===== src/register_mapped_multiply_divide_unit_core_assert.svh =====
// ----------------------------------------------------------------------------
// Assertion macros for the multiply/divide unit
// Same-cycle and next-cycle implication checks on clk, held off during reset.
// ----------------------------------------------------------------------------
`ifndef REGISTER_MAPPED_MULTIPLY_DIVIDE_UNIT_CORE_ASSERT_SVH
`define REGISTER_MAPPED_MULTIPLY_DIVIDE_UNIT_CORE_ASSERT_SVH

// cond must hold in the same cycle as trig
`define RMMD_ASSERT_NOW(name, trig, cond) \
	name: assert property (@(posedge clk) disable iff (!arst_n) (trig) |-> (cond)) \
		else $error("rmmd assertion failed");

// cond must hold in the cycle after trig
`define RMMD_ASSERT_NEXT(name, trig, cond) \
	name: assert property (@(posedge clk) disable iff (!arst_n) (trig) |=> (cond)) \
		else $error("rmmd assertion failed");

`endif


===== src/rmmd_pkg.sv =====
// ----------------------------------------------------------------------------
// rmmd_pkg
// Register offsets, widths and constants of the multiply/divide unit.
// ----------------------------------------------------------------------------
package rmmd_pkg;

	typedef logic [7:0]  byte_t;
	typedef logic [15:0] word_t;

	// request kinds
	localparam logic MODE_WRITE = 1'b0;
	localparam logic MODE_READ  = 1'b1;

	// register offsets within the page
	localparam byte_t OFS_MUL_A   = 8'h02;
	localparam byte_t OFS_MUL_B   = 8'h03;
	localparam byte_t OFS_DIVD_LO = 8'h04;
	localparam byte_t OFS_DIVD_HI = 8'h05;
	localparam byte_t OFS_DIVISOR = 8'h06;
	localparam byte_t OFS_QUOT_LO = 8'h14;
	localparam byte_t OFS_QUOT_HI = 8'h15;
	localparam byte_t OFS_RES_LO  = 8'h16;
	localparam byte_t OFS_RES_HI  = 8'h17;

	localparam word_t DIV0_QUOT = 16'hFFFF;

	// iterations of the shared adder
	localparam int MUL_STEPS = 8;
	localparam int DIV_STEPS = 16;

	typedef logic [3:0] step_t;

endpackage


===== src/register_mapped_multiply_divide_unit_core.sv =====
// ----------------------------------------------------------------------------
// register_mapped_multiply_divide_unit_core
// Byte-mapped unsigned 8x8 multiplier and 16/8 divider with one shared adder.
// ----------------------------------------------------------------------------
// Usage:
//   Request channel (req_valid / req_stall) carries one bus access: mode
//   (0 write, 1 read), register_offset and write_data. Response channel
//   (rsp_valid / rsp_stall) returns one read_data byte per request, zero for
//   writes and for reads of any offset other than the quotient and result bytes.
// Operation:
//   The response is registered and shows in the cycle after the request
//   is taken. A write to the B operand runs a shift-add multiply through
//   the shared 9-bit adder; a write to the divisor runs a restoring divide
//   through the same adder (divide by zero finishes at once). req_stall
//   stays high while the adder is busy, so no new request is taken until
//   the operation is done.
// Reset:
//   All operand and result registers clear to zero; no response pending.
// Stall:
//   While rsp_stall holds a pending response, the response register keeps
//   its byte and req_stall is raised; no request is lost.
// ----------------------------------------------------------------------------
`include "register_mapped_multiply_divide_unit_core_assert.svh"

module register_mapped_multiply_divide_unit_core (
	input  logic           clk,
	input  logic           arst_n,
	input  logic           req_valid,
	output logic           req_stall,
	input  logic           mode,
	input  rmmd_pkg::byte_t register_offset,
	input  rmmd_pkg::byte_t write_data,
	output logic           rsp_valid,
	input  logic           rsp_stall,
	output rmmd_pkg::byte_t read_data
);
	import rmmd_pkg::*;

	typedef enum logic [1:0] {ST_IDLE, ST_MUL, ST_DIV} state_t;

	localparam step_t MUL_LAST = step_t'(MUL_STEPS - 1);
	localparam step_t DIV_LAST = step_t'(DIV_STEPS - 1);

	state_t state_q;
	step_t  count_q;
	byte_t  mul_a_q;
	byte_t  mul_b_q;
	word_t  dividend_q;
	byte_t  divisor_q;
	word_t  quotient_q;
	word_t  por_q;
	byte_t  hi_q;
	word_t  lo_q;
	logic   rsp_valid_q;
	byte_t  read_data_q;

	logic       accept;
	logic [8:0] alu_a;
	logic [8:0] alu_b;
	logic [9:0] alu_res;
	logic       borrow;
	byte_t      mul_hi_next;
	byte_t      mul_lo_next;
	byte_t      div_hi_next;
	word_t      div_lo_next;
	byte_t      rd_byte;

	assign req_stall = (state_q != ST_IDLE) || (rsp_valid_q && rsp_stall);
	assign accept    = req_valid && !req_stall;
	assign rsp_valid = rsp_valid_q;
	assign read_data = read_data_q;

	// shared adder: add for multiply, subtract for divide
	always_comb begin
		if (state_q == ST_DIV) begin
			alu_a   = {hi_q, lo_q[15]};
			alu_b   = {1'b0, divisor_q};
			alu_res = {1'b0, alu_a} - {1'b0, alu_b};
		end else begin
			alu_a   = {1'b0, hi_q};
			alu_b   = lo_q[0] ? {1'b0, mul_a_q} : 9'd0;
			alu_res = {1'b0, alu_a} + {1'b0, alu_b};
		end
	end

	assign borrow      = alu_res[9];
	assign mul_hi_next = alu_res[8:1];
	assign mul_lo_next = {alu_res[0], lo_q[7:1]};
	// partial remainder always fits 8 bits after the restore decision
	assign div_hi_next = borrow ? alu_a[7:0] : alu_res[7:0];
	assign div_lo_next = {lo_q[14:0], !borrow};

	always_comb begin
		unique case (register_offset)
			OFS_QUOT_LO: rd_byte = quotient_q[7:0];
			OFS_QUOT_HI: rd_byte = quotient_q[15:8];
			OFS_RES_LO:  rd_byte = por_q[7:0];
			OFS_RES_HI:  rd_byte = por_q[15:8];
			default:     rd_byte = '0;
		endcase
	end

	always_ff @(posedge clk or negedge arst_n) begin
		if (!arst_n) begin
			state_q     <= ST_IDLE;
			count_q     <= '0;
			mul_a_q     <= '0;
			mul_b_q     <= '0;
			dividend_q  <= '0;
			divisor_q   <= '0;
			quotient_q  <= '0;
			por_q       <= '0;
			hi_q        <= '0;
			lo_q        <= '0;
			rsp_valid_q <= 1'b0;
			read_data_q <= '0;
		end else begin
			if (rsp_valid_q && !rsp_stall)
				rsp_valid_q <= 1'b0;

			unique case (state_q)
				ST_IDLE: begin
					if (accept) begin
						rsp_valid_q <= 1'b1;
						read_data_q <= (mode == MODE_READ) ? rd_byte : '0;
						count_q     <= '0;
						if (mode == MODE_WRITE) begin
							unique case (register_offset)
								OFS_MUL_A: mul_a_q <= write_data;
								OFS_MUL_B: begin
									mul_b_q <= write_data;
									hi_q    <= '0;
									lo_q    <= {8'd0, write_data};
									state_q <= ST_MUL;
								end
								OFS_DIVD_LO: dividend_q[7:0]  <= write_data;
								OFS_DIVD_HI: dividend_q[15:8] <= write_data;
								OFS_DIVISOR: begin
									divisor_q <= write_data;
									if (write_data == '0) begin
										quotient_q <= DIV0_QUOT;
										por_q      <= dividend_q;
									end else begin
										hi_q    <= '0;
										lo_q    <= dividend_q;
										state_q <= ST_DIV;
									end
								end
								default: ;
							endcase
						end
					end
				end
				ST_MUL: begin
					hi_q      <= mul_hi_next;
					lo_q[7:0] <= mul_lo_next;
					count_q   <= count_q + 4'd1;
					if (count_q == MUL_LAST) begin
						por_q   <= {mul_hi_next, mul_lo_next};
						state_q <= ST_IDLE;
					end
				end
				ST_DIV: begin
					hi_q    <= div_hi_next;
					lo_q    <= div_lo_next;
					count_q <= count_q + 4'd1;
					if (count_q == DIV_LAST) begin
						quotient_q <= div_lo_next;
						por_q      <= {8'd0, div_hi_next};
						state_q    <= ST_IDLE;
					end
				end
				default: state_q <= ST_IDLE;
			endcase
		end
	end

	// B operand register is the multiply seed; keep it consistent with the work register
	`RMMD_ASSERT_NOW(a_busy_stalls, state_q != ST_IDLE, req_stall)
	`RMMD_ASSERT_NEXT(a_mul_starts, accept && mode == MODE_WRITE && register_offset == OFS_MUL_B, state_q == ST_MUL && lo_q[7:0] == mul_b_q)
	`RMMD_ASSERT_NEXT(a_accept_responds, accept, rsp_valid_q)
	`RMMD_ASSERT_NOW(a_mul_count_range, state_q == ST_MUL, !count_q[3])

endmodule

===== config.mk =====
export PLATFORM = sky130hd
export DESIGN_NAME = register_mapped_multiply_divide_unit_core
export DESIGN_NICKNAME = d
export VERILOG_FILES = /design/src/rmmd_pkg.sv /design/src/register_mapped_multiply_divide_unit_core.sv
export VERILOG_INCLUDE_DIRS = /design/src /design/src/src
export SDC_FILE = /design/constraint.sdc
export NUM_CORES = 1
export LEC_CHECK = 0
export ABC_AREA = 1
export BUFFER_PORTS_ARGS = -buffer_cell sky130_fd_sc_hd__buf_2
export CAP_MARGIN = 20
export CELL_PAD_IN_SITES_DETAIL_PLACEMENT = 0
export CELL_PAD_IN_SITES_GLOBAL_PLACEMENT = 1
export CORE_ASPECT_RATIO = 2
export CORE_MARGIN = 3
export CORE_UTILIZATION = 40
export CTS_CLUSTER_DIAMETER = 60
export DETAILED_ROUTE_END_ITERATION = 10
export HOLD_SLACK_MARGIN = 0.02
export PLACE_DENSITY_LB_ADDON = 0.1
export SLEW_MARGIN = 40
export SYNTH_ARGS = -nofsm -noshare
export SYNTH_HDL_FRONTEND = slang
export SYNTH_SLANG_ARGS = --single-unit
export TNS_END_PERCENT = 30

===== constraint.sdc =====
create_clock -name clk -period 2.03 [get_ports clk]
set_input_delay 0.1015 -clock clk [delete_from_list [all_inputs] [get_ports clk]]
set_output_delay 0.1015 -clock clk [all_outputs]
set_load 0.05 [all_outputs]

==> results.md <==
* Worst Slack Setup Final at 0.0238 ns
* WP data required at about 2.3 ns
* Worst Hold End: dividend_q[14]$_DFFE_PN0P_
* Initial DRC Count at 340
* Pwr per Cell Area at roughly 960 nW/um^2
* CP startpoint kind: flop
* PortBufs at 30
* Final ANT Viol Nets at 0
* Kind of critical path: reg -> reg
* First-pass GRT wire length at 33400 um
* Vias per cell at 5.18
* Total GRT Usage at 26.1%
* Final core utilization at 52.5%
* Final cycle utilization of the critical path at 98.8%
* Detailed Route WL at between 20000 and 25000 um
* Cell Area, Synth at 6190 um^2
* Syn avg cell area at between 7 and 8 um^2
* Endpoints failing hold at 0
* Buffers & Inverters on Critical Path at 3
* Reg2Reg Setup Slack at 0.02 ns
* Final Cell Area at approximately 7900 um^2
* Final #Nets at 991
* Most common cell after layout, fill and taps aside: nand2_1
* Most used cell, CP: nand2_1
* Core ar. at 15000 um^2
* Biggest cell delay along the critical path at 0.40 ns
* Clock tree sinks at 103
* FF-to-FF Start: lo_q[0]$_DFFE_PN0P_
* Setup Viol. Count Final at 0
* Initial Util at 41.3%
* Pwr Total at 0.00756 W
* Global route overflow at 0
* P&R area growth vs syn at 27.0%
* RSZ-0062 raised after global routing: true
* Gpl congestion at 0.983
* Num CTS Buffers at 9
* Slew HR at 59.7%
* Yosys warns at 0
* Clk_skew at 0.00892 ns
* Filler cell count at around 1500
* H-tree Lvls at 3
* Routed WL per cell at 18.6 um
* Final min period at about 2 ns
* Max cap viols at 0
* I/O pin count at 31
* Worst Tran Pin Value at 0.598 ns
* Pre-CTS setup slack at -0.127 ns
* Ys async rst share at 100%
* CP max FO at 3
* Area after DPL at 7080 um^2
* Hold WS at 0.112 ns
* CP delay by family, top: simple AND/OR/NAND/NOR gates
* # diodes at 0
* Hold Path Depth at 3
* RR Endpoint: hi_q[5]$_DFFE_PN0P_
* CTS tree: done
* Synth Register Bits at ~100
* Fraction of layout cells with a size suffix above 1 at between 20% and 30%
* Commonest non-fill, non-tap cells in the layout: nand2_1 (248), inv_1 (106), dfrtp_1 (100)
* Crit path capture type: flop
* Hold path startpoint: write_data[6]
* Fmax at ~0.50 GHz
* Die area at 17100 um^2
* Via count at 5945
* TritonRoute pass-1 iters at 5
* Cell breakdown of the critical path: nand2_1, inv_1, ha_2, inv_2, fa_2, inv_2, nand2_2, nand2_2, nand3_2, nand2_1, nand2_1, nand2_1, nand2_2, nand3_2, nand3_2, nand2_1, nand2_1
* Critical path arrival at 2.24 ns
* Slowest-stage cell, CP: dfrtp_1
* Chip Width at 94.0 um
* Net count after synthesis at 893
* Pin count of the biggest net entering global routing at 32
* Fin. max-slew vios at 0
* Post-synth EDFFs at 0
* Die Y at 182 um
* Sequential share of the synthesized area at a little over two fifths
* Top_reg_cell synth: dfrtp_1
* Clock-pin slew on the worst setup and hold paths at 0.08 ns
* DRC viols at 0
* Initial antenna violation count at 0
* Vias in the first global route at 6173
* Status: finished clean
* R2R depth at 17
* Clock root buffer: clkbuf_16
* Clock latency on the worst-skew pair at about 0.35 ns
* Post-DP HPWL at 17100 um
* Row cnt at 63
* Leakage at 3.98 nW
* Max clock buf depth at 2
* HP Class: in -> reg
* Mapped Cells at around 850
* Post-synth cell types at 44
* Critical path depth at 17
* Peak supply drop at 0.563 mV
[sequential cells by signal, indices dropped and copies added, names as in the netlist]
| register | count |
|---|---|
| count_q | 4 |
| dividend_q | 16 |
| divisor_q | 8 |
| hi_q | 8 |
| lo_q | 16 |
| mul_a_q | 8 |
| por_q | 16 |
| quotient_q | 16 |
| read_data | 8 |
| rsp_valid | 1 |
| state_q | 2 |
[per-layer routing]
metal  wire length [um]  up-vias  track usage (%)
met1               7350     2803             25.9
met5                  0        -                0
met4               1990        0             20.7
li1                   -     2921                -
met3                510       72             2.28
met2              11500      149             47.6
[cells in the mapped netlist (7+ instances only)]
library cell / n / area (um^2)
buf_2: 9 / 45.0
nor2_1: 28 / 105
o22ai_1: 12 / 75.1
ha_1: 21 / 263
o211ai_1: 8 / 60.1
a21oi_1: 25 / 125
nand2_1: 278 / 1040
o21ai_1: 25 / 125
dfrtp_1: 103 / 2580
nand3_1: 48 / 240
clkbuf_1: 14 / 52.6
inv_1: 120 / 450
o21ai_0: 93 / 465
nand4_1: 7 / 43.8
[through the flow]
stage                     setup TNS [ns]  cells
after floorplan                        0    849
after detailed placement           -1.14   1124
final                                  0   1147
after global placement             -1.01   1124
after CTS                       -0.00228   1146
after global routing               -1.42   1147
[power by group]
part,internal [W],total (W),switching [W]
clock network,0.000965,0.00179,0.000820
registers,0.00246,0.00268,0.000221
logic,0.00114,0.00310,0.00195
[worst min-delay path: stages]
cell     delay, ns
buf_2         0.09
inv_1         0.07
o21ai_0       0.16
[worst max path at each step]
stage                   startpoint                    end
3_5_place_dp   lo_q[0]$_DFFE_PN0P_    hi_q[6]$_DFFE_PN0P_
5_1_grt        lo_q[0]$_DFFE_PN0P_  por_q[13]$_DFFE_PN0P_
3_3_place_gp   lo_q[0]$_DFFE_PN0P_    hi_q[6]$_DFFE_PN0P_
4_1_cts        lo_q[0]$_DFFE_PN0P_    hi_q[6]$_DFFE_PN0P_
6_report       lo_q[0]$_DFFE_PN0P_    hi_q[5]$_DFFE_PN0P_
2_1_floorplan  lo_q[0]$_DFFE_PN0P_    hi_q[3]$_DFFE_PN0P_
[area by class of cell]
cell class	instances	area (um^2)	area share, %
Sequential cell	103	2580	32.8
Timing Repair Buffer	112	843	10.7
Tap cell	195	244	3.10
Clock buffer	10	229	2.91
Inverter	126	473	6.02
Clock inverter	6	68.8	0.875
Multi-Input combinational cell	595	3420	43.5
[repair_timing]
action | in CTS | in global routing
setup buffers | 4 | 3
hold endpoints to repair | 30 | 0
pin swaps | 9 | 27
endpoints found under the setup margin | 18 | 59
hold buffers | 2 | 0
resized for setup | 29 | 88
[logic make-up after synthesis]
kind of cell	Yosys count	synth area share (%)
adders and majority gates	23	4.89
and+or+nand+nor	391	27.7
AOI/OAI and AO/OA	179	15.9
muxes	1	0.162
DFF	103	41.6
xor gates and xnor gates	1	0.142
buffers and inverters	151	9.58
Power figures use the tool's default switching activity.
